File: config.mk
export PLATFORM = sky130hd
export DESIGN_NAME = hpss_ctrl
export DESIGN_NICKNAME = d
export VERILOG_FILES = /design/src/rtl/hpss_pkg.sv /design/src/rtl/hpss_ctrl.sv
export SDC_FILE = /design/constraint.sdc
export NUM_CORES = 1
export LEC_CHECK = 0
export ABC_AREA = 1
export BUFFER_PORTS_ARGS = -buffer_cell sky130_fd_sc_hd__buf_4
export CAP_MARGIN = 0
export CORE_AREA = 2 2 39 41
export DETAILED_ROUTE_END_ITERATION = 10
export DIE_AREA = 0 0 41 43
export PLACE_DENSITY = 0.6
export SYNTH_ARGS = -nofsm -noshare
export SYNTH_HDL_FRONTEND = slang
export SYNTH_SLANG_ARGS = --single-unit
File: constraint.sdc
create_clock -name clk -period 1.6 [get_ports clk]
set_input_delay 0.32 -clock clk [delete_from_list [all_inputs] [get_ports clk]]
set_output_delay 0.32 -clock clk [all_outputs]
set_load 0.03 [all_outputs]
File: src/rtl/hpss_pkg.sv
package hpss_pkg;

	// Configuration port geometry.
	localparam int CFG_INDEX_W = 3;
	localparam int CFG_DATA_W  = 9;

	// Register indexes on the configuration port.
	localparam logic [CFG_INDEX_W-1:0] REG_RHO_COUNT    = 3'd0;
	localparam logic [CFG_INDEX_W-1:0] REG_THETA_COUNT  = 3'd1;
	localparam logic [CFG_INDEX_W-1:0] REG_WINDOW_START = 3'd2;
	localparam logic [CFG_INDEX_W-1:0] REG_WINDOW_END   = 3'd3;
	localparam logic [CFG_INDEX_W-1:0] REG_THETA_RADIUS = 3'd4;
	localparam logic [CFG_INDEX_W-1:0] REG_RHO_RADIUS   = 3'd5;
	localparam logic [CFG_INDEX_W-1:0] REG_PEAK_TOTAL   = 3'd6;

	// Peak rounds per loaded matrix are limited to this count.
	localparam int PEAK_LIMIT = 64;
	localparam int ROUND_W    = $clog2(PEAK_LIMIT);

	// Widths of the result fields.
	localparam int PEAK_VALUE_W = 16;
	localparam int INDEX_W      = 8;

	typedef struct packed {
		logic [8:0] rho_count;
		logic [8:0] theta_count;
		logic [8:0] window_start;
		logic [8:0] window_end;
		logic [7:0] theta_radius;
		logic [7:0] rho_radius;
		logic [6:0] peak_total;
	} cfg_t;

	localparam cfg_t CFG_RESET = '{
		rho_count:    9'd256,
		theta_count:  9'd256,
		window_start: 9'd0,
		window_end:   9'd256,
		theta_radius: 8'd1,
		rho_radius:   8'd2,
		peak_total:   7'd8
	};

	// Commands from the controller to the datapath.
	typedef struct packed {
		logic load_write;
		logic start;
		logic round_init;
		logic seg_next;
		logic mul_seg;
		logic mul_sup;
		logic scan_init;
		logic scan_step;
		logic emit;
		logic sup_init;
		logic sup_step;
		logic round_inc;
	} cmd_t;

	// Status from the datapath to the controller.
	typedef struct packed {
		logic seg_empty;
		logic seg_more;
		logic scan_last;
		logic sup_last;
		logic round_last;
		logic out_free;
	} sts_t;

endpackage

File: src/rtl/hpss_ctrl.sv
module hpss_ctrl import hpss_pkg::*; (
	input  logic clk,
	input  logic arst_n,
	input  logic in_valid,
	input  logic last_vote,
	output logic in_ready,
	input  sts_t sts,
	output cmd_t cmd
);

	localparam logic [3:0] S_LOAD    = 4'd0;
	localparam logic [3:0] S_ROUND   = 4'd1;
	localparam logic [3:0] S_SEGCHK  = 4'd2;
	localparam logic [3:0] S_SCINIT  = 4'd3;
	localparam logic [3:0] S_SCAN    = 4'd4;
	localparam logic [3:0] S_DRAIN   = 4'd5;
	localparam logic [3:0] S_EMIT    = 4'd6;
	localparam logic [3:0] S_SUPMUL  = 4'd7;
	localparam logic [3:0] S_SUPINIT = 4'd8;
	localparam logic [3:0] S_SUP     = 4'd9;

	logic [3:0] state_q;
	logic [3:0] state_nxt;

	// Vote words are taken only while loading.
	assign in_ready = (state_q == S_LOAD);

	// Sequencing of load, search, report and suppression.
	always_comb begin
		cmd       = '0;
		state_nxt = state_q;
		unique case (state_q)
			S_LOAD: begin
				cmd.load_write = in_valid;
				if (in_valid && last_vote) begin
					cmd.start = 1'b1;
					state_nxt = S_ROUND;
				end
			end
			S_ROUND: begin
				cmd.round_init = 1'b1;
				state_nxt      = S_SEGCHK;
			end
			S_SEGCHK: begin
				if (sts.seg_empty) begin
					if (sts.seg_more) begin
						cmd.seg_next = 1'b1;
					end else begin
						state_nxt = S_DRAIN;
					end
				end else begin
					cmd.mul_seg = 1'b1;
					state_nxt   = S_SCINIT;
				end
			end
			S_SCINIT: begin
				cmd.scan_init = 1'b1;
				state_nxt     = S_SCAN;
			end
			S_SCAN: begin
				cmd.scan_step = 1'b1;
				if (sts.scan_last) begin
					if (sts.seg_more) begin
						cmd.seg_next = 1'b1;
						state_nxt    = S_SEGCHK;
					end else begin
						state_nxt = S_DRAIN;
					end
				end
			end
			S_DRAIN: begin
				state_nxt = S_EMIT;
			end
			S_EMIT: begin
				if (sts.out_free) begin
					cmd.emit  = 1'b1;
					state_nxt = S_SUPMUL;
				end
			end
			S_SUPMUL: begin
				cmd.mul_sup = 1'b1;
				state_nxt   = S_SUPINIT;
			end
			S_SUPINIT: begin
				cmd.sup_init = 1'b1;
				state_nxt    = S_SUP;
			end
			S_SUP: begin
				cmd.sup_step = 1'b1;
				if (sts.sup_last) begin
					if (sts.round_last) begin
						state_nxt = S_LOAD;
					end else begin
						cmd.round_inc = 1'b1;
						state_nxt     = S_ROUND;
					end
				end
			end
			default: begin
				state_nxt = S_LOAD;
			end
		endcase
	end

	always_ff @(posedge clk or negedge arst_n) begin
		if (!arst_n) begin
			state_q <= S_LOAD;
		end else begin
			state_q <= state_nxt;
		end
	end

endmodule

==> results.toml, run 1 <==
[status]
status = "finished with violations"
violations = "setup timing"

[clocking]
clk-insertion-delay-late_ns = 0.23
inserted_clock_buffers = 3
tritoncts_clock_tree = "built"
cts.sinks = 4
clk_root_buffer_cell = "clkbuf_4"
max-clock-path-buffers = 2
clock_tree.htree_level_count = 1
worst_setup_hold_path_clk_slew_ns = 0.04

[setup_path]
crit_path_required_time_ns = 1.28
crit_path_end_kind = "output pin"
worst-setup-path-type = "reg2out"
cp_max_fo = 5
critical_path_arrival_ns = 1.32
startpoint_type = "register"

[detailed_routing]
routed_wl_mm = 1.45
drc_errors = 0
detail_route.iter0.violations = 6
detailroute.via_count = 626
via_per_inst = 4.67
dr.pass1.iters = 4
drt-wirelength-per-cell_um = 10.8
postRouteAntennaNets = 0

[layout]
most_frequent_standard_cell_in_the_layout_excluding_fill_and_tap_cells = "buf_4"
post-route-util_pct = 66.9
area_growth_syn_to_layout_pct = 114
mostFrequentLayoutCells = "buf_4, nand2_1, buf_6"
top_regs = "state_q: 4 flops"
finalNetCount = 130
largest_register_ffs = 4
num_antenna_cells = 0
final_layout_size_suffix_gt1_share_pct = 64.4
fillCellCount = 131
regMostFlops = "state_q"

[power]
power.ir.vdd_worst_mv = 1.08
static-leakage-power_nw = 0.507
pwr_density_cell_nw_per_um2 = 1880

[timing]
setup-tns-final_ns = -0.126
layout_worst_path_cycle_share_pct = 102
fmax_mhz = 611
report.final.hold_viol_count = 0
grt_setup_unrepaired = "true"
setup-violations-final = 5
finalCriticalPeriod_ns = 1.64
worst-slew-pin-transition_ns = 0.215
finalMaxSlewViolations = 0
timing.final.ws_setup_ns = -0.0358
final.hold.worst_slack_ns = 0.410
skew_ns = 0.00302
worst_slew_margin_rel_pct = 85.7

[logic_synthesis]
post_synth.cell_area_avg_um2 = 5.77
yosys_warnings = 0
post_synth_instance_area_um2 = 433
synth.net_count = 85
synth_sequential_area_ratio_pct = 23.1
synth.ff_latch_count = 4
netlist-cell-type-count = 15
netlist_instances = 75

[die]
rows = 14
dieWidth_um = 41
io_pins = 23
dieArea_um2 = 1760
floorplan.initialDensity_pct = 31.3
core_area_um2 = 1380
floorplan.die.height_um = 43

[placement]
place_hpwl_mm = 1.06
placement.io_buffers = 22
place.gp.congestion = 0.849

[global_routing]
globalRouteOverflowTotal = 0
grt_max_degree = 7
gr-usage-all-layers_pct = 17.3
grt_pass1_vias = 559
antenna_found_initial = 0
grt_pass1_wl_mm = 2.08

[hold_path]
min_path_type = "in2async"

[flow_run]
drv.max_cap_violation_count = 0
through the flow:
step / total power, W / cell area [um2] / cells / setup slack (ns)
final: 0.00174 / 926 / 134 / -0.0358
after CTS: 0.00158 / 862 / 132 / -0.0601
after global routing: 0.00187 / 926 / 134 / -0.110
after detailed placement: 0.00122 / 706 / 118 / 0.0908
after global placement: 0.00122 / 706 / 118 / 0.114
after floorplan: 0.000893 / 483 / 75 / -0.0649
what timing repair did:
action / 4_1_cts / 5_1_grt
setup endpoints to repair: 6 / 9
endpoints found under the hold margin: 4 / 0
pin swaps: 5 / 1
setup buffers: 10 / 2
hold buffers: 1 / 0
gates resized for setup: 16 / 15
final timing paths:
kind	cells past startpoint	endpoint	start	slack (ns)
max	4	cmd[8]	state_q[0]	-0.04
min	2	state_q[1]	arst_n	0.41
max reg2reg	10	state_q[2]	state_q[3]	0.13
min reg2reg	3	state_q[2]	state_q[2]	0.72
max in group asynchronous	2	state_q[3]	arst_n	1.08
min in group clk	4	state_q[0]	sts[2]	0.46
worst max-delay path, cell delays in order, from the launching register on:
cell      delay (ns)
dfrtp_2         0.43
nor2_2          0.21
nand3_2         0.14
a21boi_4        0.15
buf_6           0.14
routing by layer:
metal  vias to the layer above  GRT usage (%)  part of all wire (%)
met5                         -              0                     0
met4                         0           8.00                   1.3
met3                         2              0                   4.4
met2                        18           29.4                    53
met1                       286           21.4                    42
li1                        320              -                     -
power breakdown:
part	switching [W]	leakage (nW)	total (W)	internal, W
Combinational	0.000769	0.446	0.00141	0.000644
Clock	0.0000391	0.0138	0.000123	0.0000837
Sequential	0.0000563	0.0476	0.000207	0.000150
Total	0.000864	0.507	0.00174	0.000878
cell usage after synthesis:
cell	n	area (um2)
nor2_1	11	41.3
nand3_1	7	35.0
o21ai_0	1	5.00
a21boi_1	1	7.51
nor3_1	1	5.00
nand2_1	21	78.8
inv_2	5	18.8
nor3_2	1	10.0
inv_1	10	37.5
o21bai_1	2	15.0
dfrtp_1	4	100
nand3_2	2	20.0
nor2_2	6	37.5
o211ai_1	2	15.0
nand4_1	1	6.26
area by class of cell:
| cell class | instances | area [um2] | share of cell area (%) |
|---|---|---|---|
| multi-input combinational | 56 | 372 | 40.1 |
| timing repair buffer | 40 | 352 | 38.0 |
| sequential | 4 | 104 | 11.2 |
| tap | 16 | 20.0 | 2.16 |
| inverter | 15 | 56.3 | 6.08 |
| clock buffer | 3 | 22.5 | 2.43 |
kinds of logic after synthesis:
group,share of synthesized area [%]
simple gates,54.0
buf+inv,13.0
compound gates,9.82
flops,23.1
Note: power is estimated with default switching activity, not from simulation.
==> run 2, diff against run 1 <==
--- a/config.mk
+++ b/config.mk
@@ -6,12 +6,12 @@
 export NUM_CORES = 1
 export LEC_CHECK = 0
 export ABC_AREA = 1
-export BUFFER_PORTS_ARGS = -buffer_cell sky130_fd_sc_hd__buf_4
 export CAP_MARGIN = 0
 export CORE_AREA = 2 2 39 41
 export DETAILED_ROUTE_END_ITERATION = 10
 export DIE_AREA = 0 0 41 43
-export PLACE_DENSITY = 0.6
+export DONT_BUFFER_PORTS = 1
+export PLACE_DENSITY = 0.51
 export SYNTH_ARGS = -nofsm -noshare
 export SYNTH_HDL_FRONTEND = slang
 export SYNTH_SLANG_ARGS = --single-unit
==> results.toml, run 2 (synthesis gave the netlist of run 1 again) <==
[status]
status = "finished with violations"
violations = "setup timing"

[clocking]
max-clock-path-buffers = 2
tritoncts_clock_tree = "built"
worst_setup_hold_path_clk_slew_ns = 0.04
clock_tree.htree_level_count = 1
clk-insertion-delay-late_ns = 0.23
cts.sinks = 4
clk_root_buffer_cell = "clkbuf_4"
inserted_clock_buffers = 3

[placement]
placement.io_buffers = 0
place.gp.congestion = 0.807
place_hpwl_um = 937

[layout]
fillCellCount = 150
final_layout_size_suffix_gt1_share_pct = 51.0
finalNetCount = 110
most_frequent_standard_cell_in_the_layout_excluding_fill_and_tap_cells = "nand2_1"
regMostFlops = "state_q"
num_antenna_cells = 0
area_growth_syn_to_layout_pct = 67.1
mostFrequentLayoutCells = "nand2_1, buf_4, nor2_1, inv_1"
largest_register_ffs = 4
top_regs = "state_q: 4 flops"

[power]
pwr_density_cell_nw_per_um2 = 2000
power_w = 0.00144
static-leakage-power_nw = 0.401
power.ir.vdd_worst_mv = 1.10

[timing]
worst-slew-pin-transition_ns = 0.253
report.final.hold_viol_count = 0
worst_slew_margin_rel_pct = 83.1
setup-violations-final = 4
fmax_mhz = 605
timing.final.ws_setup_ns = -0.0534
finalCriticalPeriod_ns = 1.65
layout_worst_path_cycle_share_pct = 103
setup-tns-final_ns = -0.163
grt_setup_unrepaired = "true"
skew_ns = 0.00196
finalMaxSlewViolations = 0

[global_routing]
grt_pass1_vias = 476
globalRouteOverflowTotal = 0
antenna_found_initial = 0
gr-usage-all-layers_pct = 14.6
grt_max_degree = 8
grt_pass1_wl_mm = 1.79

[die]
io_pins = 23
dieWidth_um = 41
rows = 14
core_area_um2 = 1380
floorplan.die.height_um = 43
dieArea_um2 = 1760
floorplan.initialDensity_pct = 31.3

[detailed_routing]
detail_route.iter0.violations = 6
dr.pass1.iters = 4
drc_errors = 0
postRouteAntennaNets = 0
drt-wirelength-per-cell_um = 10.0
via_per_inst = 4.76
routed_wl_mm = 1.14
detailroute.via_count = 543

[flow_run]
drv.max_cap_violation_count = 0

[setup_path]
startpoint_type = "register"
crit_path_end_kind = "output pin"
worst-setup-path-type = "reg2out"
cp_max_fo = 3
critical_path_arrival_ns = 1.33
crit_path_required_time_ns = 1.28
r2r_cells = 8

[hold_path]
min_path_type = "in2async"
## run 2: cell count changes in the layout (fill, tap and decap cells not counted)
cell,change
nand2_1,+1
nor2_1,+3
nand3_1,+1
nand2_4,-1
dfrtp_1,+1
buf_4,-11
nand3_2,-1
dfrtp_2,-1
nor2_2,-3
inv_4,+1
inv_2,-1
buf_6,-9
## run 2: what timing repair did
action | CTS | global route
buffers inserted | 4 | 2
hold buffers | 1 | 0
setup endpoints to repair | 10 | 9
pin swaps | 3 | 5
endpoints found under the hold margin | 4 | 0
resized for setup | 4 | 12
gates cloned | 0 | 0
## run 2: through the flow
stage                     area [um2]  util, %  hold WS, ns  setup WS [ns]  cells
after floorplan                  483        -       0.0244        -0.0649     75
after global placement           601     43.4       0.0245         0.0379    104
after detailed placement         601     43.4       0.0245         0.0664    104
after CTS                        673     48.6        0.348        -0.0816    112
after global routing             723     52.3        0.356         -0.120    114
final                            723     52.3        0.356        -0.0534    114
## run 2: path summary, 6_finish.rpt
path	from	end	slack (ns)
min	arst_n	state_q[3]	0.36
max in group asynchronous	arst_n	state_q[2]	1.07
max	state_q[3]	cmd[11]	-0.05
min reg2reg	state_q[1]	state_q[1]	0.66
max reg2reg	state_q[0]	state_q[0]	0.30
min in group clk	sts[4]	state_q[1]	0.38
## run 2: routing by layer
metal  track usage, %  wire [um]  vias up
met5                0          0        -
met4             6.00          0        0
met3             2.09         72        0
met2             24.1        601       19
met1             17.8        466      242
li1                 -          -      282
## run 2: cell type report
| class | count | area (um2) | share of cell area, % |
|---|---|---|---|
| clock buffers | 3 | 22.5 | 3.11 |
| inverters | 15 | 58.8 | 8.13 |
| multi-input cells | 56 | 352 | 48.6 |
| flip-flops and latches | 4 | 103 | 14.2 |
| well taps | 16 | 20.0 | 2.77 |
| repair buffers | 20 | 168 | 23.2 |
## run 2: report_power, final
part	switching, W	internal, W
clock	0.0000366	0.0000836
sequential	0.0000640	0.000149
combinational	0.000667	0.000443
total	0.000768	0.000676
## run 2: critical path, stage by stage (launching register included)
cell and delay, ns:
dfrtp_1 0.39, buf_6 0.14, nor2_4 0.14, inv_2 0.07
nor2_4 0.11, inv_2 0.06, nor2_4 0.19
